==> src/sv/lcd_window_pixel_streamer_top_defines.svh <==
// Assertion macros shared by the streamer's RTL.
`ifndef LCD_WINDOW_PIXEL_STREAMER_TOP_DEFINES_SVH
`define LCD_WINDOW_PIXEL_STREAMER_TOP_DEFINES_SVH

// Same-cycle implication, sampled on clk, off while arst_n is low.
`define LWPS_ASSERT_IMPLIES(lbl, ante, cons, msg) \
	lbl: assert property (@(posedge clk) disable iff (!arst_n) (ante) |-> (cons)) \
		else $error(msg);

// Next-cycle implication, sampled on clk, off while arst_n is low.
`define LWPS_ASSERT_NEXT(lbl, ante, cons, msg) \
	lbl: assert property (@(posedge clk) disable iff (!arst_n) (ante) |=> (cons)) \
		else $error(msg);

`endif

==> src/sv/lwps_pkg.sv <==
// Shared types and constants of the LCD window pixel streamer.
package lwps_pkg;

	localparam int unsigned MAX_DIM_DEF = 1024;

	localparam int unsigned COORD_W = 10;
	localparam int unsigned DIM_W   = 11;
	localparam int unsigned CFG_W   = 11;
	localparam int unsigned ADDR_W  = 16;
	localparam int unsigned CNT_W   = 21;
	localparam int unsigned REG_IDX_W = 1;

	localparam logic [DIM_W-1:0] PANEL_WIDTH_RST  = 11'd240;
	localparam logic [DIM_W-1:0] PANEL_HEIGHT_RST = 11'd320;

	// Request codes
	localparam logic [1:0] REQ_REGION = 2'd0;
	localparam logic [1:0] REQ_FRAME  = 2'd1;
	localparam logic [1:0] REQ_PIXEL  = 2'd2;

	// Register indexes
	localparam logic [REG_IDX_W-1:0] REG_PANEL_WIDTH  = 1'd0;
	localparam logic [REG_IDX_W-1:0] REG_PANEL_HEIGHT = 1'd1;

	// Panel commands
	localparam logic [7:0] CMD_CASET = 8'h2a;
	localparam logic [7:0] CMD_RASET = 8'h2b;
	localparam logic [7:0] CMD_RAMWR = 8'h2c;

	// Job queue between front and back
	localparam int unsigned JOBQ_AW    = 2;
	localparam int unsigned JOBQ_DEPTH = 1 << JOBQ_AW;

	typedef struct packed {
		logic [1:0]         req_type;
		logic [COORD_W-1:0] region_x;
		logic [COORD_W-1:0] region_y;
		logic [DIM_W-1:0]   region_w;
		logic [DIM_W-1:0]   region_h;
		logic [31:0]        pixel_word;
	} req_t;

	typedef struct packed {
		logic [7:0] out_byte;
		logic       is_command;
		logic       frame_end;
		logic       run_last;
	} res_t;

	// One unit of back-end work: a window header or one packed pixel.
	// For a pixel, x0 holds the RGB565 value.
	typedef struct packed {
		logic              is_win;
		logic              frame_end;
		logic [ADDR_W-1:0] x0;
		logic [ADDR_W-1:0] x1;
		logic [ADDR_W-1:0] y0;
		logic [ADDR_W-1:0] y1;
	} job_t;

endpackage

==> src/sv/lwps_front.sv <==
// Front end: configuration, request decode, pixel count and job build.
module lwps_front #(
	parameter int unsigned MAX_DIM = lwps_pkg::MAX_DIM_DEF
) (
	input  logic                            clk,
	input  logic                            arst_n,
	input  logic                            push,
	input  lwps_pkg::req_t                  item,
	input  logic                            wr_en,
	input  logic [lwps_pkg::REG_IDX_W-1:0]  wr_index,
	input  logic [lwps_pkg::CFG_W-1:0]      wr_data,
	input  logic                            job_full,
	output logic                            job_push,
	output lwps_pkg::job_t                  job
);
	import lwps_pkg::*;

	localparam int unsigned PROD_W = 2 * DIM_W;
	localparam logic [31:0] MAX_DIM_L = 32'(MAX_DIM);
	localparam logic [CNT_W-1:0] CNT_MAX = {CNT_W{1'b1}};

	logic [DIM_W-1:0]   panel_w_q, panel_h_q;
	logic [CNT_W-1:0]   cnt_q;

	logic               accept, is_start, is_pixel, pix_ok;
	logic [COORD_W-1:0] sx, sy;
	logic [DIM_W-1:0]   sw, sh, cw, ch;
	logic [PROD_W-1:0]  prod;
	logic [CNT_W-1:0]   n_pix;
	logic [15:0]        rgb;

	assign accept = push & ~job_full;
	assign pix_ok = (cnt_q != '0);

	always_comb begin
		is_start = 1'b0;
		is_pixel = 1'b0;
		sx = '0;
		sy = '0;
		sw = panel_w_q;
		sh = panel_h_q;
		case (item.req_type)
			REQ_REGION: begin
				is_start = 1'b1;
				sx = item.region_x;
				sy = item.region_y;
				sw = item.region_w;
				sh = item.region_h;
			end
			REQ_FRAME: begin
				is_start = 1'b1;
			end
			REQ_PIXEL: begin
				is_pixel = 1'b1;
			end
			default: begin
			end
		endcase
	end

	// Clamp each side, then saturate the area to the counter range
	assign cw = ({{(32-DIM_W){1'b0}}, sw} > MAX_DIM_L) ? MAX_DIM_L[DIM_W-1:0] : sw;
	assign ch = ({{(32-DIM_W){1'b0}}, sh} > MAX_DIM_L) ? MAX_DIM_L[DIM_W-1:0] : sh;
	assign prod = PROD_W'(cw) * PROD_W'(ch);
	assign n_pix = (prod > PROD_W'(CNT_MAX)) ? CNT_MAX : prod[CNT_W-1:0];

	assign rgb = {item.pixel_word[23:19], item.pixel_word[15:10], item.pixel_word[7:3]};

	always_comb begin
		job.is_win    = is_start;
		job.frame_end = 1'b0;
		job.x0 = '0;
		job.x1 = '0;
		job.y0 = '0;
		job.y1 = '0;
		if (is_start) begin
			job.x0 = ADDR_W'(sx);
			job.y0 = ADDR_W'(sy);
			job.x1 = ADDR_W'(sx) + ADDR_W'(sw) - ADDR_W'(1);
			job.y1 = ADDR_W'(sy) + ADDR_W'(sh) - ADDR_W'(1);
		end else begin
			job.x0 = rgb;
			job.frame_end = (cnt_q == CNT_W'(1));
		end
	end

	// Drop stray pixels and unused codes
	assign job_push = accept & (is_start | (is_pixel & pix_ok));

	always_ff @(posedge clk or negedge arst_n) begin
		if (!arst_n) begin
			panel_w_q <= PANEL_WIDTH_RST;
			panel_h_q <= PANEL_HEIGHT_RST;
			cnt_q     <= '0;
		end else begin
			if (wr_en) begin
				case (wr_index)
					REG_PANEL_WIDTH:  panel_w_q <= wr_data;
					REG_PANEL_HEIGHT: panel_h_q <= wr_data;
					default: begin
					end
				endcase
			end
			if (accept && is_start) begin
				cnt_q <= n_pix;
			end else if (accept && is_pixel && pix_ok) begin
				cnt_q <= cnt_q - CNT_W'(1);
			end
		end
	end

endmodule

==> src/sv/lwps_job_q.sv <==
// Short job queue between front and back end.
module lwps_job_q (
	input  logic            clk,
	input  logic            arst_n,
	input  logic            wr,
	input  lwps_pkg::job_t  wr_job,
	output logic            full,
	input  logic            rd,
	output lwps_pkg::job_t  head,
	output logic            empty
);
	import lwps_pkg::*;

	job_t               mem_q [JOBQ_DEPTH];
	logic [JOBQ_AW-1:0] wr_ptr_q, rd_ptr_q;
	logic [JOBQ_AW:0]   cnt_q;
	logic               do_wr, do_rd;

	assign full  = (cnt_q == (JOBQ_AW+1)'(JOBQ_DEPTH));
	assign empty = (cnt_q == '0);
	assign head  = mem_q[rd_ptr_q];
	assign do_wr = wr & ~full;
	assign do_rd = rd & ~empty;

	always_ff @(posedge clk) begin
		if (do_wr) begin
			mem_q[wr_ptr_q] <= wr_job;
		end
	end

	always_ff @(posedge clk or negedge arst_n) begin
		if (!arst_n) begin
			wr_ptr_q <= '0;
			rd_ptr_q <= '0;
			cnt_q    <= '0;
		end else begin
			if (do_wr) begin
				wr_ptr_q <= wr_ptr_q + JOBQ_AW'(1);
			end
			if (do_rd) begin
				rd_ptr_q <= rd_ptr_q + JOBQ_AW'(1);
			end
			cnt_q <= cnt_q + (JOBQ_AW+1)'(do_wr) - (JOBQ_AW+1)'(do_rd);
		end
	end

endmodule

==> src/sv/lwps_back.sv <==
// Back end: byte sequencer and two-entry result queue.
module lwps_back (
	input  logic            clk,
	input  logic            arst_n,
	input  logic            job_empty,
	input  lwps_pkg::job_t  job_head,
	output logic            job_pop,
	output logic            empty,
	input  logic            pop,
	output lwps_pkg::res_t  result
);
	import lwps_pkg::*;

	localparam logic [3:0] SLOT_CASET  = 4'd0;
	localparam logic [3:0] SLOT_X0_HI  = 4'd1;
	localparam logic [3:0] SLOT_X0_LO  = 4'd2;
	localparam logic [3:0] SLOT_X1_HI  = 4'd3;
	localparam logic [3:0] SLOT_X1_LO  = 4'd4;
	localparam logic [3:0] SLOT_RASET  = 4'd5;
	localparam logic [3:0] SLOT_Y0_HI  = 4'd6;
	localparam logic [3:0] SLOT_Y0_LO  = 4'd7;
	localparam logic [3:0] SLOT_Y1_HI  = 4'd8;
	localparam logic [3:0] SLOT_Y1_LO  = 4'd9;
	localparam logic [3:0] SLOT_RAMWR  = 4'd10;
	localparam logic [3:0] SLOT_PIX_HI = 4'd0;
	localparam logic [3:0] SLOT_PIX_LO = 4'd1;

	logic       busy_q;
	logic [3:0] idx_q;
	job_t       cur_q;

	res_t       oq_q [2];
	logic       owr_q, ord_q;
	logic [1:0] ocnt_q;

	logic       space, emit, last, pop_ok;
	res_t       beat;

	assign space  = (ocnt_q != 2'd2);
	assign emit   = busy_q & space;
	assign last   = cur_q.is_win ? (idx_q == SLOT_RAMWR) : (idx_q == SLOT_PIX_LO);
	assign job_pop = ~job_empty & (~busy_q | (emit & last));
	assign pop_ok = pop & (ocnt_q != 2'd0);

	always_comb begin
		beat.out_byte   = '0;
		beat.is_command = 1'b0;
		beat.frame_end  = 1'b0;
		beat.run_last   = last;
		if (cur_q.is_win) begin
			case (idx_q)
				SLOT_CASET: begin
					beat.out_byte = CMD_CASET;
					beat.is_command = 1'b1;
				end
				SLOT_X0_HI: beat.out_byte = cur_q.x0[15:8];
				SLOT_X0_LO: beat.out_byte = cur_q.x0[7:0];
				SLOT_X1_HI: beat.out_byte = cur_q.x1[15:8];
				SLOT_X1_LO: beat.out_byte = cur_q.x1[7:0];
				SLOT_RASET: begin
					beat.out_byte = CMD_RASET;
					beat.is_command = 1'b1;
				end
				SLOT_Y0_HI: beat.out_byte = cur_q.y0[15:8];
				SLOT_Y0_LO: beat.out_byte = cur_q.y0[7:0];
				SLOT_Y1_HI: beat.out_byte = cur_q.y1[15:8];
				SLOT_Y1_LO: beat.out_byte = cur_q.y1[7:0];
				SLOT_RAMWR: begin
					beat.out_byte = CMD_RAMWR;
					beat.is_command = 1'b1;
				end
				default: begin
				end
			endcase
		end else begin
			case (idx_q)
				SLOT_PIX_HI: beat.out_byte = cur_q.x0[15:8];
				SLOT_PIX_LO: begin
					beat.out_byte  = cur_q.x0[7:0];
					beat.frame_end = cur_q.frame_end;
				end
				default: begin
				end
			endcase
		end
	end

	// Current job payload and result queue entries
	always_ff @(posedge clk) begin
		if (job_pop) begin
			cur_q <= job_head;
		end
		if (emit) begin
			oq_q[owr_q] <= beat;
		end
	end

	always_ff @(posedge clk or negedge arst_n) begin
		if (!arst_n) begin
			busy_q <= 1'b0;
			idx_q  <= '0;
			owr_q  <= 1'b0;
			ord_q  <= 1'b0;
			ocnt_q <= '0;
		end else begin
			if (job_pop) begin
				busy_q <= 1'b1;
				idx_q  <= '0;
			end else if (emit && last) begin
				busy_q <= 1'b0;
			end else if (emit) begin
				idx_q <= idx_q + 4'd1;
			end
			if (emit) begin
				owr_q <= ~owr_q;
			end
			if (pop_ok) begin
				ord_q <= ~ord_q;
			end
			ocnt_q <= ocnt_q + 2'(emit) - 2'(pop_ok);
		end
	end

	assign empty  = (ocnt_q == 2'd0);
	assign result = oq_q[ord_q];

endmodule

==> src/sv/lcd_window_pixel_streamer_top.sv <==
// Top level of the LCD window pixel streamer.
//
// Turns region starts, full-frame starts and XRGB8888 pixels into the byte
// stream of a serial LCD controller, each byte tagged command or data.
// Input channel: push/full, one request per beat in item. Result channel:
// empty/pop, the oldest byte on result while empty is low. Registers
// panel_width and panel_height go through wr_en/wr_index/wr_data; the user
// must write them only while the block is idle; the block does not check.
// The first byte of an item passes through the job queue, the current-job
// register and the result queue. A start yields eleven bytes, a pixel two,
// one byte per cycle from the back-end sequencer while the result queue has
// room; the front takes a request in every cycle the job queue (four deep)
// has room.
// Reset clears the pixel count, both queues and the sequencer, and loads the
// panel size of 240 by 320. When pop stays low the two-entry result queue
// fills, the sequencer holds, the job queue fills and full rises; no beat is
// lost. Pixels with none left in the region, and the unused request code,
// are dropped at the front.
`include "lcd_window_pixel_streamer_top_defines.svh"

module lcd_window_pixel_streamer_top #(
	parameter int unsigned MAX_DIM = lwps_pkg::MAX_DIM_DEF
) (
	input  logic                            clk,
	input  logic                            arst_n,
	input  logic                            push,
	output logic                            full,
	input  lwps_pkg::req_t                  item,
	output logic                            empty,
	input  logic                            pop,
	output lwps_pkg::res_t                  result,
	input  logic                            wr_en,
	input  logic [lwps_pkg::REG_IDX_W-1:0]  wr_index,
	input  logic [lwps_pkg::CFG_W-1:0]      wr_data
);
	import lwps_pkg::*;

	logic job_push, job_full, job_pop, job_empty;
	job_t job_in, job_head;

	// Decode, count pixels and build jobs
	lwps_front #(
		.MAX_DIM (MAX_DIM)
	) u_front (
		.clk      (clk),
		.arst_n   (arst_n),
		.push     (push),
		.item     (item),
		.wr_en    (wr_en),
		.wr_index (wr_index),
		.wr_data  (wr_data),
		.job_full (job_full),
		.job_push (job_push),
		.job      (job_in)
	);

	// Decouple front from back so each side may stall alone
	lwps_job_q u_job_q (
		.clk    (clk),
		.arst_n (arst_n),
		.wr     (job_push),
		.wr_job (job_in),
		.full   (job_full),
		.rd     (job_pop),
		.head   (job_head),
		.empty  (job_empty)
	);

	// Serialise each job into bytes
	lwps_back u_back (
		.clk       (clk),
		.arst_n    (arst_n),
		.job_empty (job_empty),
		.job_head  (job_head),
		.job_pop   (job_pop),
		.empty     (empty),
		.pop       (pop),
		.result    (result)
	);

	assign full = job_full;

	`LWPS_ASSERT_IMPLIES(a_job_push_room, job_push, !job_full, "job pushed into a full queue")
	`LWPS_ASSERT_IMPLIES(a_fe_is_last_data, (!empty && result.frame_end),
		(!result.is_command && result.run_last), "frame end on a non-final or command byte")
	`LWPS_ASSERT_NEXT(a_pop_after_job, (job_pop && job_empty), 1'b0, "job taken from empty queue")

endmodule
==> config.mk <==
export PLATFORM = sky130hd
export DESIGN_NAME = lcd_window_pixel_streamer_top
export DESIGN_NICKNAME = d
export VERILOG_FILES = /design/src/sv/lwps_pkg.sv /design/src/sv/lwps_front.sv /design/src/sv/lwps_job_q.sv /design/src/sv/lwps_back.sv /design/src/sv/lcd_window_pixel_streamer_top.sv
export VERILOG_INCLUDE_DIRS = /design/src /design/src/sv
export SDC_FILE = /design/constraint.sdc
export NUM_CORES = 1
export LEC_CHECK = 0
export BUFFER_PORTS_ARGS = -buffer_cell sky130_fd_sc_hd__clkbuf_2
export CAP_MARGIN = 5
export CELL_PAD_IN_SITES_DETAIL_PLACEMENT = 1
export CELL_PAD_IN_SITES_GLOBAL_PLACEMENT = 2
export CORE_ASPECT_RATIO = 0.8
export CORE_MARGIN = 5
export CORE_UTILIZATION = 24
export CTS_BUF_LIST = sky130_fd_sc_hd__clkbuf_8
export DETAILED_ROUTE_END_ITERATION = 8
export PLACE_DENSITY = 0.55
export SLEW_MARGIN = 25
export SYNTH_ARGS = -nofsm -noshare
export SYNTH_HDL_FRONTEND = slang
export SYNTH_SLANG_ARGS = --single-unit
export TNS_END_PERCENT = 30
==> constraint.sdc <==
create_clock -name clk -period 8.65 [get_ports clk]
set_input_delay 1.73 -clock clk [delete_from_list [all_inputs] [get_ports clk]]
set_output_delay 1.73 -clock clk [all_outputs]
set_load 0.01 [all_outputs]
### Word level (Yosys, flattened, before mapping)

Memory sizes are Yosys's and may differ from the RTL's. A register that Yosys moved wholly into a read port is not among the register bits.
Index checks and enable logic that the tools add are counted.

| word-level totals | value |
|---|---|
| memories | 2 |
| word-level logic and storage cells | 111 |
| register bits | 59 |
| memory bits (read-only) | 0 |
| memory bits (writable) | 286 |
| latch bits | 0 |
| output and inout bits | 13 |
| input port bits | 93 |

| cells by class | value |
|---|---|
| add/sub/neg operators | 12 |
| bitwise logic cells | 17 |
| reductions and logical operators | 18 |
| shifts and indexed selects | 0 |
| $mul | 1 |
| order comparisons | 3 |
| multiplexer cells | 31 |
| div/mod/pow operators | 0 |
| equal/unequal tests | 16 |

Memory list:

| name | depth | bits a word | rd ports | clocked after Yosys merged registers in | write ports | line | RTL |
|---|---|---|---|---|---|---|---|
| u_job_q.mem_q | 4 | 66 | 1 | 1 | 1 | lwps_job_q.sv:14 | `job_t mem_q [JOBQ_DEPTH];` |
| u_back.oq_q | 2 | 11 | 1 | 0 | 1 | lwps_back.sv:32 | `res_t oq_q [2];` |

Operators by type and width:

| kind | number |
|---|---|
| case mux 8 bit (11 select lines) | 1 |
| 2-to-1 mux 21 bit | 3 |
| 2-to-1 mux 48 bit | 1 |
| 2-to-1 mux 11 bit | 4 |
| subtractor 16 x 1 -> 16 bit (second input constant) | 2 |
| adder 10 x 11 -> 12 bit | 2 |
| greater-than comparator 11 bit (second input constant) | 2 |
| greater-than comparator 22 x 21 -> 1 bit (second input constant) | 1 |
| multiplier 11 x 11 -> 22 bit | 1 |
| equality test 21 x 1 -> 1 bit (second input constant) | 1 |
| nonzero test 21 bit | 1 |
| subtractor 21 x 1 -> 21 bit (second input constant) | 1 |
| 2-to-1 mux 10 bit | 2 |
| equality test 4 x 3 -> 1 bit (second input constant) | 4 |
| 2-to-1 mux 16 bit | 1 |
| case mux 8 bit (2 select lines) | 1 |
| 2-to-1 mux 1 bit | 14 |
| equality test 4 bit (second input constant) | 3 |
| 2-to-1 mux 4 bit | 3 |
| bitwise AND 1 bit | 9 |
| equality test 4 x 2 -> 1 bit (second input constant) | 2 |
| 2-to-1 mux 8 bit | 1 |
| nonzero test 2 bit | 4 |
| inverter 1 bit | 6 |
| 19 further kinds | 28 |

### Logic depth before layout (Yosys ltp)

Gate-level depths: netlist of run 1.

| depth | value |
|---|---|
| word-level depth | 8 |
| depth in mapped cells | 27 |
| mapped depth without buffers | 24 |

### Modules after synthesis

A second synthesis of run 1 with hierarchy kept.

| second synthesis, totals | value |
|---|---|
| cells, all modules | 1658 |
| area, all modules | 22322.7 um^2 |

By module, submodules not included:

| module | cells an instance | area an instance (um^2) | instances | seq. area each (um^2) |
|---|---|---|---|---|
| lwps_job_q | 387 | 10013.4 | 1 | 8102.8 |
| lwps_front | 1008 | 8255.4 | 1 | 1083.5 |
| lwps_back | 263 | 4053.9 | 1 | 2867.8 |

### Least setup slack after synthesis of run 1

No wires, ideal clock.

| timing path | value |
|---|---|
| path kind | input to register |
| start point | input item[75] in the netlist's numbering |
| end point | register u_front.cnt_q[14] |
| path slack | 829 ps |
| buffers on the path | 2 |
| data arrival time | 7739 ps |
| required time | 8568 ps |
| stages | 22 |
| library setup time | 82 ps |
| cells stage by stage | nor2_1 > buf_2 > mux2_2 > and3_1 > or3_1 > fa_1 > fa_1 > inv_1 > fa_1 > fa_1 > inv_1 > fa_1 > inv_1 > ha_1 > nand3_1 > a211oi_1 > o22ai_1 > o41ai_1 > mux2i_1 > buf_2 > o32ai_1 > a31oi_1 |

| between the ends | value |
|---|---|
| cells in the longest elaborated chain, start to end | 8 |
| elaborated cells on any way between the ends | 20 |
| those cells by class | 1 x mul; 3 x order compare; 2 x eq/ne; 8 x mux; 6 x reduce/logical |

Ends and longest elaborated chain:

| element | line | RTL |
|---|---|---|
| from (decl) | lcd_window_pixel_streamer_top.sv:28 | `input lwps_pkg::req_t item,` |
| logical NOT 2 bit | lwps_front.sv:42 | `case (item.req_type)` |
| 2-to-1 mux 11 bit | lwps_front.sv:42 |  |
| greater-than comparator 11 bit (on tied branches) | lwps_front.sv:62, lwps_front.sv:63 |  |
| 2-to-1 mux 11 bit (on tied branches) | lwps_front.sv:62, lwps_front.sv:63 |  |
| multiplier 11 x 11 -> 22 bit | lwps_front.sv:64 | `assign prod = PROD_W'(cw) * PROD_W'(ch);` |
| greater-than comparator 22 x 21 -> 1 bit | lwps_front.sv:65 | `assign n_pix = (prod > PROD_W'(CNT_MAX)) ? CNT_MAX : prod[CNT_W-1:0];` |
| 2-to-1 mux 21 bit | lwps_front.sv:65 |  |
| 2-to-1 mux 21 bit | lwps_front.sv:104 | `if (accept && is_start) begin` |
| to (signal assigned) | lwps_front.sv:105 | `cnt_q <= n_pix;` |
| to (signal assigned) | lwps_front.sv:107 | `cnt_q <= cnt_q - CNT_W'(1);` |
| to (decl) | lwps_front.sv:23 | `logic [CNT_W-1:0] cnt_q;` |

Several ways; a longest one is shown, not always the timed one.
A chain may end at the register's enable or synchronous reset.

### Worst setup path after layout of run 1

| timing path | value |
|---|---|
| start point | input item[75] in the netlist's numbering |
| end point | register u_front.cnt_q[2] |

Same word-level chain as after synthesis.

==> metrics.md, run 1 <==
| Metric | Value |
|---|---|
| Outcome | `complete, no violations` |
| First-pass DRT Iterations | `5` |
| Ranking of synthesized cells by area | `edfxtp_1 46%, fa_1 7.9%, mux4_2 6.4%` |
| GRT Util Overall | `0.1351` |
| Layout Skew | `31.77 ps` |
| Critical path arrival | `8390 ps` |
| Most common cell in the synthesized netlist | `edfxtp_1` |
| Register area | `0.01116 mm^2` |
| Vias in the first global route | `15,207` |
| Worst slew pin tran | `approximately 980 ps` |
| Ports | `106` |
| Worst path slowest cell | `fa_1` |
| R2r endpoint | `u_front.cnt_q[2]` |
| Routed WL per cell | `20.87 um` |
| Worst setup SP type | `primary input` |
| Via count | `13,616` |
| Final setup vio count | `0` |
| Metal1 wirelength | `~30 mm` |
| Most frequent cells after synthesis | `322 x edfxtp_1, 172 x nor2_1, 136 x inv_1, 117 x nand2_1, 96 x ha_1` |
| GPL Wtd Cong | `approximately 0.79` |
| Worst EP required | `between 9000 and 10,000 ps` |
| Final wirelength | `between 60 and 70 mm` |
| Rows | `between 90 and 100` |
| Synth Flop Type | `edfxtp_1` |
| Top Metal Used | `met4` |
| Critical Path Start | `item[75]` |
| CTS Buffer Depth | `3` |
| Crit path max fanout | `21` |
| Leakage power | `between 9 and 10 nW` |
| Worst vdd ir | `0.1448 mV` |
| CTS Sinks | `~380` |
| DP Wirelength | `roughly 46 mm` |
| CP Capture Type | `flop` |
| Post-Synthesis Cells | `about 1,600` |
| Fin crit share | `0.9068` |
| Final core occ | `0.2811` |
| CTS buffer count | `between 60 and 70` |
| Post-cts resize count | `0` |
| Initial DRC Count | `around 860` |
| Area fraction of the dominant cell type after synthesis | `0.4593` |
| Number of max-cap violations | `0` |
| Hold Vio Cnt, Final | `0` |
| Cell Pwr Density | `roughly 290 mW/mm^2` |
| Hold_buf cts | `0` |
| Critical path class | `in2reg` |
| Final layout net count | `about 2,100` |
| First-pass GRT wire length | `around 96 mm` |
| Remaining routing DRC violations | `0` |
| CP Capture Point | `u_front.cnt_q[2]` |
| Clk_lat worst skew | `approximately 640 ps` |
| Number of synthesized register bits | `roughly 380` |
| R2r setup slk | `between 1500 and 2000 ps` |
| Initial core utilization | `0.2412` |
| DIE AREA | `~0.094 mm^2` |
| Worst-path clk slew | `60 ps` |
| H-tree depth | `3` |
| CTS tree | `built` |
| Yosys top cell by area | `edfxtp_1` |
| Metal2 WL | `29.01 mm` |
| ANT nets after route | `0` |
| Relative slew slack | `0.3449` |
| Height of the die | `around 270 um` |
| Initial antenna violation count | `5` |
| Postcts setup bufs | `0` |
| Pins Over Slew Limit | `0` |
| F_max | `127.5 MHz` |
| Die X-Extent | `341.1 um` |
| Core area | `just under 0.09 mm^2` |
| Syn. warnings | `0` |
| Hold WS | `between 500 and 600 ps` |
| Grt total ovfl | `0` |
| PortBufs | `around 90` |
| Layout fillers | `9,499` |
| Sequential area share after synthesis | `0.5298` |
| CP cell instances | `clkbuf_2, nor2_4, buf_4, mux2i_2, nand2_1, or3_1, fa_1, fa_1, inv_1, fa_1, fa_1, inv_1, fa_1, inv_1, ha_1, nand3_1, a211oi_1, o22ai_1, o41ai_1, mux2i_1, buf_12, nor2_1, nor3_1` |
| Setup TNS | `0 ps` |
| Metal3 WL | `between 2 and 2.5 mm` |
| CP peak stage delay | `between 500 and 600 ps` |
| Via density | `between 4 and 5` |
| CTS root buf | `clkbuf_8` |
| Syn nets | `about 1,900` |
| Syn avg cell area | `about 13 um^2` |
| HP Start | `u_back.owr_q` |
| Async SR Flop Fraction | `0.1549` |
| Footprint of the multi-input gates | `slightly above 0.009 mm^2` |
| Reg2Reg Depth | `22` |
| Reg-to-Reg Start | `u_front.panel_h_q[1]` |
| Unrepaired setup endpoints after global routing | `false` |
| CP dominant cell by count | `fa_1` |
| Post-synth cell types | `79` |
| Area growth syn-to-layout | `16.52%` |
| Largest net degree at the start of global routing | `between 60 and 70` |
| Hold Path Class | `reg2reg` |
| Fin crit period | `around 7800 ps` |
| Layout cells sized above 1 | `0.1990` |
| Mapped Area | `~0.021 mm^2` |
| EDFF count, synth | `between 300 and 400` |
==> sequential cells by signal, summed over array words and instances, names as in the netlist <==
| register | cells |
|---|---|
| u_front.panel_w_q | 11 |
| u_back.oq_q | 22 |
| u_back.ord_q | 1 |
| u_back.cur_q | 60 |
| u_back.busy_q | 1 |
| u_job_q.wr_ptr_q | 2 |
| u_job_q.rd_ptr_q | 2 |
| u_front.panel_h_q | 11 |
| u_job_q.cnt_q | 3 |
| u_back.idx_q | 4 |
| u_back.owr_q | 1 |
| u_front.cnt_q | 21 |
| u_job_q.mem_q | 240 |
| u_back.ocnt_q | 2 |
==> power by group <==
part           internal, mW  switching (mW)  leakage, nW
Combinational          1.08            1.60         5.10
Clock                 0.810           0.773        0.728
Sequential             2.57           0.258         3.65
==> per-layer routing <==
metal | vias up | global-route usage
met1 | 7025 | 0.1909
li1 | 6296 | -
met2 | 214 | 0.2190
met4 | 0 | 0.02943
met5 | - | 0
met3 | 81 | 0.02306
==> worst min-delay path by stage <==
stage | to | slack, ps | cells past startpoint
after floorplan | u_front.cnt_q[5] | 450 | 2
after global placement | u_job_q.cnt_q[2] | 480 | 1
after detailed placement | u_front.cnt_q[5] | 490 | 2
after CTS | u_front.cnt_q[5] | 510 | 2
after global routing | u_job_q.cnt_q[2] | 540 | 1
final | u_back.owr_q | 500 | 1
==> layout make-up <==
cell class | count | share of cell area
timing repair buffer | 145 | 0.03851
tap | 1138 | 0.05805
sequential | 381 | 0.4549
multi-input combinational | 1059 | 0.3752
clock buffer | 72 | 0.04040
antenna | 3 | 0.0003061
clock inverter | 52 | 0.01117
inverter | 140 | 0.02142
==> worst max-delay path, delay by kind of cell <==
kind | cells | cell delay, ps
compound gates | 3 | 1010
fa+ha+maj | 6 | 2950
buf+inv | 6 | 790
mux | 2 | 610
simple gates | 6 | 1240
==> per-stage QoR <==
stage                     cells  worst slack [ps]  area, um^2  power, mW
after global placement     2860             121.9       23170      5.546
after global routing       2988             369.1       24520      7.640
final                      2990             806.6       24530      7.094
after detailed placement   2861             55.20       23190      5.606
after CTS                  2985             753.3       24460      7.240
after floorplan            1631             829.1       21050      4.604
==> logic make-up (layout without fill, tap and decap cells) <==
group / Yosys count / in the layout / synth area share
multiplexers: 130 / 130 / 0.09991
AND/OR/NAND/NOR: 461 / 461 / 0.1040
other: 0 / 3 / 0
flip-flops: 381 / 381 / 0.5298
adder cells (fa/ha/maj): 179 / 179 / 0.1360
buffers and inverters: 191 / 409 / 0.03465
AO/OA/AOI/OAI: 236 / 236 / 0.07364
XOR/XNOR: 53 / 53 / 0.02205
==> cell usage in the layout, fill, tap and decap left out, drive strengths merged, types with 41 or more instances in the layout <==
cell    synthesis  routed
edfxtp        322     322
nor2          173     173
inv           137     163
clkbuf         32     160
nand2         117     117
ha             96      96
fa             83      83
mux4           60      60
buf            19      57
o21ai          56      56
a21oi          55      55
dfrtp          53      53
and2           42      42
mux2           41      41
Power figures use the tool's default switching activity.
==> run 2: changes to the inputs <==
- CORE_MARGIN: 5 -> not set
- SYNTH_HIERARCHICAL: not set -> 1
==> run 2 against run 1 <==
Net effect: flip-flop and latch count up 30; power up 9.6%; synthesized cell count up 1.7%.
==> metrics.md, run 2 <==
| Metric | Value |
|---|---|
| Area growth syn-to-layout | `15.43%` |
| Hold Vio Cnt, Final | `0 (unchanged)` |
| Met3 usage in global routing | `0.02446 (+0.001401)` |
| Setup TNS | `0 ps (unchanged)` |
| Hold WS | `518.4 ps (+15.04 ps)` |
| First-pass DRT Iterations | `5 (unchanged)` |
| Worst-path clk slew | `60 ps (about the same)` |
| GPL Wtd Cong | `0.7992 (+1.1%)` |
| CP peak stage delay | `730 ps (+180 ps)` |
| F_max | `124.6 MHz (-2.3%)` |
| EDFF count, synth | `352 (+9.3%)` |
| Relative slew slack | `0.3626 (+0.01763)` |
| GRT Util Overall | `0.1388 (+0.003630)` |
| DIE AREA | `0.09424 mm^2 (+0.50%)` |
| Post-cts resize count | `0 (unchanged)` |
| Layout cells sized above 1 | `0.2217 (+0.02272)` |
| Pre-CTS setup slack | `-72.63 ps (-127.8 ps)` |
| Met1 Use GR | `0.2119 (+0.02099)` |
| DP Wirelength | `46.07 mm (+0.71%)` |
| Crit path max fanout | `13 (-38%)` |
| Core area | `0.09166 mm^2 (+5.0%)` |
| Outcome | `complete, no violations` |
| CP dominant cell by count | `fa_1` |
| First-pass GRT wire length | `97.01 mm (+0.78%)` |
| PnR Total Power | `7.773 mW (+9.6%)` |
| Most common cell in the synthesized netlist | `edfxtp_1` |
| Yosys top cell by area | `edfxtp_1` |
| Syn avg cell area | `13.46 um^2 (+4.3%)` |
| Fin crit period | `8028 ps (+184.7 ps)` |
| GRT Max-Usage Layer | `met1` |
| Die X-Extent | `343.0 um (+0.54%)` |
| PnR worst setup slack | `621.9 ps (-184.7 ps)` |
| Initial antenna violation count | `2 (-3)` |
| CTS Buffer Depth | `3 (unchanged)` |
| Most frequent cells in the layout | `352 x edfxtp_1, 187 x inv_1, 128 x nor2_1` |
| Leakage power | `9.924 nW (+4.7%)` |
| Final setup vio count | `0 (unchanged)` |
| Max FFs per register | `264 (+10%)` |
| Area fraction of the dominant cell type after synthesis | `0.4735 (+0.01420)` |
| Critical path class | `in2reg` |
| Ranking of synthesized cells by area | `edfxtp_1 47%, fa_1 7.4%, mux4_2 6.7%` |
| Number of synthesized register bits | `411 (+7.9%)` |
| Top Registers | `u_job_q/mem_q (264), u_back/cur_q (66), u_back/oq_q (22)` |
| Vias in the first global route | `14,991 (-1.4%)` |
| Critical path arrival | `8560 ps (+170 ps)` |
| Worst EP required | `9180 ps (-20 ps)` |
| CP Capture Type | `flop` |
| CTS buffer count | `71 (+4.4%)` |
| Worst path slowest cell | `nor2_1` |
| Synth Flop Type | `edfxtp_1` |
| Hold_buf cts | `0 (unchanged)` |
| Final wirelength | `63.93 mm (+2.4%)` |
| Syn. warnings | `6 (+6)` |
| Height of the die | `274.8 um (about the same)` |
| Number of max-cap violations | `0 (unchanged)` |
| Rows | `99 (+2.1%)` |
| Worst setup SP type | `primary input` |
| Via count | `13,876 (+1.9%)` |
| Hold Path Class | `reg2reg` |
| Remaining routing DRC violations | `0 (unchanged)` |
| Routed WL per cell | `20.74 um (-0.63%)` |
| Most frequent cells after synthesis | `352 x edfxtp_1, 167 x inv_1, 128 x nor2_1, 117 x ha_1, 102 x nand2_1` |
| Worst vdd ir | `0.1415 mV (-2.3%)` |
| Grt total ovfl | `0 (unchanged)` |
| Fin crit share | `0.9281 (+0.02135)` |
| ANT nets after route | `0 (unchanged)` |
| Cell Pwr Density | `301.7 mW/mm^2 (+4.3%)` |
| Via density | `4.502 (-1.1%)` |
| Most flops, register | `u_job_q/mem_q` |
| Ports | `106 (unchanged)` |
| Commonest non-fill, non-tap cell in the layout | `edfxtp_1` |
| Sequential area share after synthesis | `0.5400 (+0.01019)` |
| Unrepaired setup endpoints after global routing | `false` |
| Worst slew pin tran | `952.6 ps (-29.97 ps)` |
| CTS tree | `built` |
| Async SR Flop Fraction | `0.1436 (-0.01130)` |
| Layout fillers | `10,088 (+6.2%)` |
| Postcts setup bufs | `0 (unchanged)` |
| CTS Sinks | `411 (+7.9%)` |
| Post-Synthesis Cells | `1,658 (+1.7%)` |
| Initial DRC Count | `792 (-7.8%)` |
| H-tree depth | `3 (unchanged)` |
| Final core occ | `0.2811 (about the same)` |
| Layout Skew | `59.52 ps (+27.76 ps)` |
| Largest net degree at the start of global routing | `73 (+9.0%)` |
| Clk_lat worst skew | `690 ps (+50 ps)` |
| Initial core utilization | `0.2435 (+0.002287)` |
| Final layout net count | `2,108 (+2.0%)` |
| PortBufs | `89 (unchanged)` |
| Mapped Area | `0.02232 mm^2 (+6.0%)` |
| Post-synth cell types | `79 (unchanged)` |
| CTS root buf | `clkbuf_8` |
| Grt met2 use | `0.2027 (-0.01636)` |
| Pins Over Slew Limit | `0 (unchanged)` |
-- run 2: worst paths after layout --
kind,from,depth (start not counted),slack (ps),end
hold / removal,u_back/ocnt_q[1],1,520,u_back/ocnt_q[1]
hold reg to reg,u_back/ocnt_q[1],1,520,u_back/ocnt_q[1]
min in group asynchronous,arst_n,2,1020,u_back/idx_q[0]
setup reg to reg,u_front/panel_w_q[1],22,1580,u_front/cnt_q[0]
setup / recovery,item[74],25,620,u_front/cnt_q[0]
max in group asynchronous,arst_n,3,6980,u_front/panel_w_q[5]
-- run 2: routing by layer --
metal	part of all wire	wire length [um]
met5	0	0
met4	0.013	812
met3	0.044	2801
met2	0.42	26820
met1	0.52	33500
-- run 2: through the flow --
stage          instances  cell area (um^2)
4_1_cts             3077             25700
3_3_place_gp        2952             24370
2_1_floorplan       1663             22340
5_1_grt             3080             25760
3_5_place_dp        2952             24380
6_report            3082             25770
-- run 2: critical path: cells and delay by family --
kind	cells	cell delay, ps
multiplexers	1	420
AND/OR/NAND/NOR	6	1710
buffers and inverters	7	920
adder cells (fa/ha/maj)	6	2880
AO/OA/AOI/OAI	5	860
-- run 2: power by group --
group | switching, mW | internal, mW | leakage [nW]
sequential | 0.307 | 2.82 | 3.93
combinational | 1.74 | 1.21 | 5.25
clock | 0.843 | 0.864 | 0.738
total | 2.89 | 4.89 | 9.92
-- run 2: layout make-up --
| cell class | count | area (um^2) | area share |
|---|---|---|---|
| multi-input combinational | 996 | 9156 | 0.3553 |
| tap | 1212 | 1516 | 0.05885 |
| clock inverter | 51 | 307.8 | 0.01195 |
| antenna | 3 | 7.507 | 0.0002913 |
| sequential | 411 | 12060 | 0.4681 |
| timing repair buffer | 165 | 1056 | 0.04098 |
| clock buffer | 74 | 1018 | 0.03953 |
| inverter | 170 | 643.1 | 0.02496 |
-- run 2: kinds of logic after synthesis --
group,Yosys count,synth area share
xor gates and xnor gates,43,0.01687
AOI/OAI and AO/OA,210,0.06183
buffers and inverters,256,0.05201
muxes,132,0.09837
adders and majority gates,200,0.1400
DFF,411,0.5400
and+or+nand+nor,405,0.09075
other,1,0.0001680
==> run 3: changes to the inputs <==
- SKIP_LAST_GASP: not set -> 1
- clock period: 8.65 -> 9.6 ns (I/O delays scaled with it)
==> run 3 against run 2 <==
Net effect: core utilization shrank 0.40 points; cell area shrank 1.4%; flip-flop and latch count unchanged; combinational power down 13%; highest routed layer unchanged; critical endpoint unchanged; clock power decreased by 11%; register-to-register slack improved by 750 ps; critical path depth down 3; sequential share of layout area is 0.67 points higher; first-iteration DRC count increased by 5.4%.
==> metrics.md, run 3 (synthesis results as in run 2) <==
| Metric | Value |
|---|---|
| Flop pwr share | `0.408 (+0.006)` |
| Most frequent cells in the layout | `352 x edfxtp_1, 185 x inv_1, 127 x nor2_1` |
| CP cell instances | `clkbuf_2, nor2_4, mux2_2, inv_1, nor2_1, or2_2, nor2_1, fa_1, fa_1, fa_1, fa_1, inv_1, fa_1, inv_1, ha_1, nand3_1, or4_1, a31o_2, o211ai_1, mux2_2, o21ai_0, a22o_1` |
| Sw Share | `0.3750 (+0.003753)` |
| Top Registers | `u_job_q/mem_q (264), u_back/cur_q (66), u_back/oq_q (22)` |
| CTS Buffer Depth | `3 (unchanged)` |
| Post-cts resize count | `0 (unchanged)` |
| R2r setup slk | `2330 ps (+750 ps)` |
| Hold Vio Cnt, Final | `0 (unchanged)` |
| Max FFs per register | `264 (unchanged)` |
| WHS Endpoint | `u_back/ocnt_q[1]` |
| Initial antenna violation count | `2 (unchanged)` |
| Hold depth | `1 (unchanged)` |
| Largest net degree at the start of global routing | `62 (-15%)` |
| Via density | `4.520 (+0.39%)` |
| Comb pwr share | `0.372 (-0.007)` |
| Final setup vio count | `0 (unchanged)` |
| Critical path class | `in2reg` |
| Rows | `99 (unchanged)` |
| CP dominant cell by count | `fa_1` |
| Internal Power | `4.323 mW (-12%)` |
| Most flops, register | `u_job_q/mem_q` |
| GRT Util Overall | `0.1381 (-0.0006625)` |
| Vias in the first global route | `14,818 (-1.2%)` |
| Register area | `0.01206 mm^2 (about the same)` |
| Crit path max fanout | `17 (+4)` |
| Clk_lat worst skew | `670 ps (-20 ps)` |
| PnR Total Power | `6.916 mW (-11%)` |
| Worst EP required | `10,170 ps (+990 ps)` |
| ANT nets after route | `0 (unchanged)` |
| Worst path slowest cell | `nor2_1` |
| Hold_buf cts | `0 (unchanged)` |
| Remaining routing DRC violations | `0 (unchanged)` |
| R2r endpoint | `u_front/cnt_q[0]` |
| Postcts setup bufs | `0 (unchanged)` |
| Area growth syn-to-layout | `13.78%` |
| Initial DRC Count | `835 (+5.4%)` |
| Sw power | `2.593 mW (-10%)` |
| Clk pwr share | `0.220 (about the same)` |
| CTS root buf | `clkbuf_8` |
| CTS tree | `built` |
| Cell family with most CP delay | `adder cells` |
| Final layout net count | `2,063 (-2.1%)` |
| CP Capture Type | `flop` |
| Reg2Reg Depth | `22 (unchanged)` |
| First-pass DRT Iterations | `5 (unchanged)` |
| Fin crit period | `roughly 8600 ps` |
| Worst vdd ir | `0.1467 mV (+3.7%)` |
| Final wirelength | `63.72 mm (-0.34%)` |
| Unrepaired setup endpoints after global routing | `false` |
| First-pass GRT wire length | `96.04 mm (-1.0%)` |
| Worst-path clk slew | `70 ps (about the same)` |
| Initial core utilization | `0.2435 (unchanged)` |
| Layout Skew | `48.47 ps (-11.05 ps)` |
| Via count | `13,731 (-1.0%)` |
| GPL Wtd Cong | `0.7697 (-3.7%)` |
| Critical path arrival | `9130 ps (+570 ps)` |
| F_max | `116.7 MHz` |
| Cell Pwr Density | `272.3 mW/mm^2 (-9.7%)` |
| Outcome | `complete, no violations` |
| HP Start | `u_back/ocnt_q[1]` |
| Buf+Inv Stages, Crit Path | `4 (-3)` |
| Die X-Extent | `343.0 um (unchanged)` |
| CP peak stage delay | `770 ps (+40 ps)` |
| Ports | `106 (unchanged)` |
| Layout cells sized above 1 | `0.2050 (-0.01670)` |
| CTS Sinks | `411 (unchanged)` |
| DP Wirelength | `45.31 mm (-1.7%)` |
| Leakage power | `9.692 nW (-2.3%)` |
| Routed WL per cell | `20.97 um (+1.1%)` |
| Relative slew slack | `0.3303 (-0.03223)` |
| DIE AREA | `0.09424 mm^2 (unchanged)` |
| Grt total ovfl | `0 (unchanged)` |
| CTS buffer count | `70 (-1.4%)` |
| H-tree depth | `3 (unchanged)` |
| Commonest non-fill, non-tap cell in the layout | `edfxtp_1` |
| Core area | `0.09166 mm^2 (unchanged)` |
| PortBufs | `89 (unchanged)` |
| Layout fillers | `10,053 (-0.35%)` |
| Number of max-cap violations | `0 (unchanged)` |
| Pins Over Slew Limit | `0 (unchanged)` |
| Setup TNS | `0 ps (unchanged)` |
| Height of the die | `274.8 um (unchanged)` |
| Worst setup SP type | `primary input` |
| Footprint of the multi-input gates | `0.009159 mm^2 (about the same)` |
| Worst slew pin tran | `1001 ps (+48.16 ps)` |
| Hold Path Class | `reg2reg` |
| Fin crit share | `0.8924` |
| Reg-to-Reg Start | `u_front/panel_w_q[1]` |
## run 3: cell count changes in the layout (fill, tap and decap cells not counted), sizes merged
cell,delta
clkinvlp,+1
clkinv,+5
buf,-44
diode,-1
clkbuf,-1
inv,-4
## run 3: stage by stage
step	cell area [um^2]	cells	utilization	setup WS [ps]	hold WS, ps
finish	25400	3038	0.2771	1033	505.9
global route	25400	3037	0.2771	652.3	554.5
CTS	25380	3036	0.2769	1079	506.0
detailed placement	24060	2910	0.2625	312.4	496.3
global placement	24060	2910	0.2625	430.8	480.1
floorplan	22340	1663	-	1158	458.5
## run 3: power groups by stage
stage | Combinational [mW] | Clock (mW) | Sequential [mW]
after floorplan | 1.89 | 0 | 2.69
after global placement | 2.56 | 0 | 2.85
after detailed placement | 2.60 | 0 | 2.87
after CTS | 2.62 | 1.60 | 2.84
after global routing | 2.86 | 1.65 | 2.88
final | 2.57 | 1.52 | 2.82
## run 3: layout make-up
cell class              count  share of cell area
clock buffers              73             0.03956
multi-input cells         996              0.3606
well taps                1212             0.05970
repair buffers            121             0.02759
clock inverters            53             0.01227
diodes                      2           0.0001970
inverters                 170             0.02532
flip-flops and latches    411              0.4748
## run 3: worst reg2reg max path, delay by kind of cell (launching register included)
kind	cells	cell delay, ps
fa+ha+maj	6	2930
buf+inv	3	150
compound gates	5	1010
mux	1	440
simple gates	7	2250
flops	1	400
## run 3: worst max path at each step
stage,from,endpoint,slack [ps],cells past startpoint
2_1_floorplan,item[74],u_front/cnt_q[14],1160,24
3_3_place_gp,item[74],u_front/cnt_q[0],430,22
3_5_place_dp,item[74],u_front/cnt_q[0],310,22
4_1_cts,item[74],u_front/cnt_q[0],1080,22
5_1_grt,item[74],u_front/cnt_q[17],650,21
6_report,item[74],u_front/cnt_q[0],1030,22
## run 3: per-layer routing
| metal | vias up | GRT usage | wire length [um] |
|---|---|---|---|
| met5 | - | 0 | 0 |
| li1 | 6228 | - | - |
| met3 | 63 | 0.03234 | 3377 |
| met4 | 0 | 0.03357 | 1007 |
| met2 | 305 | 0.1981 | 26460 |
| met1 | 7135 | 0.2071 | 32870 |
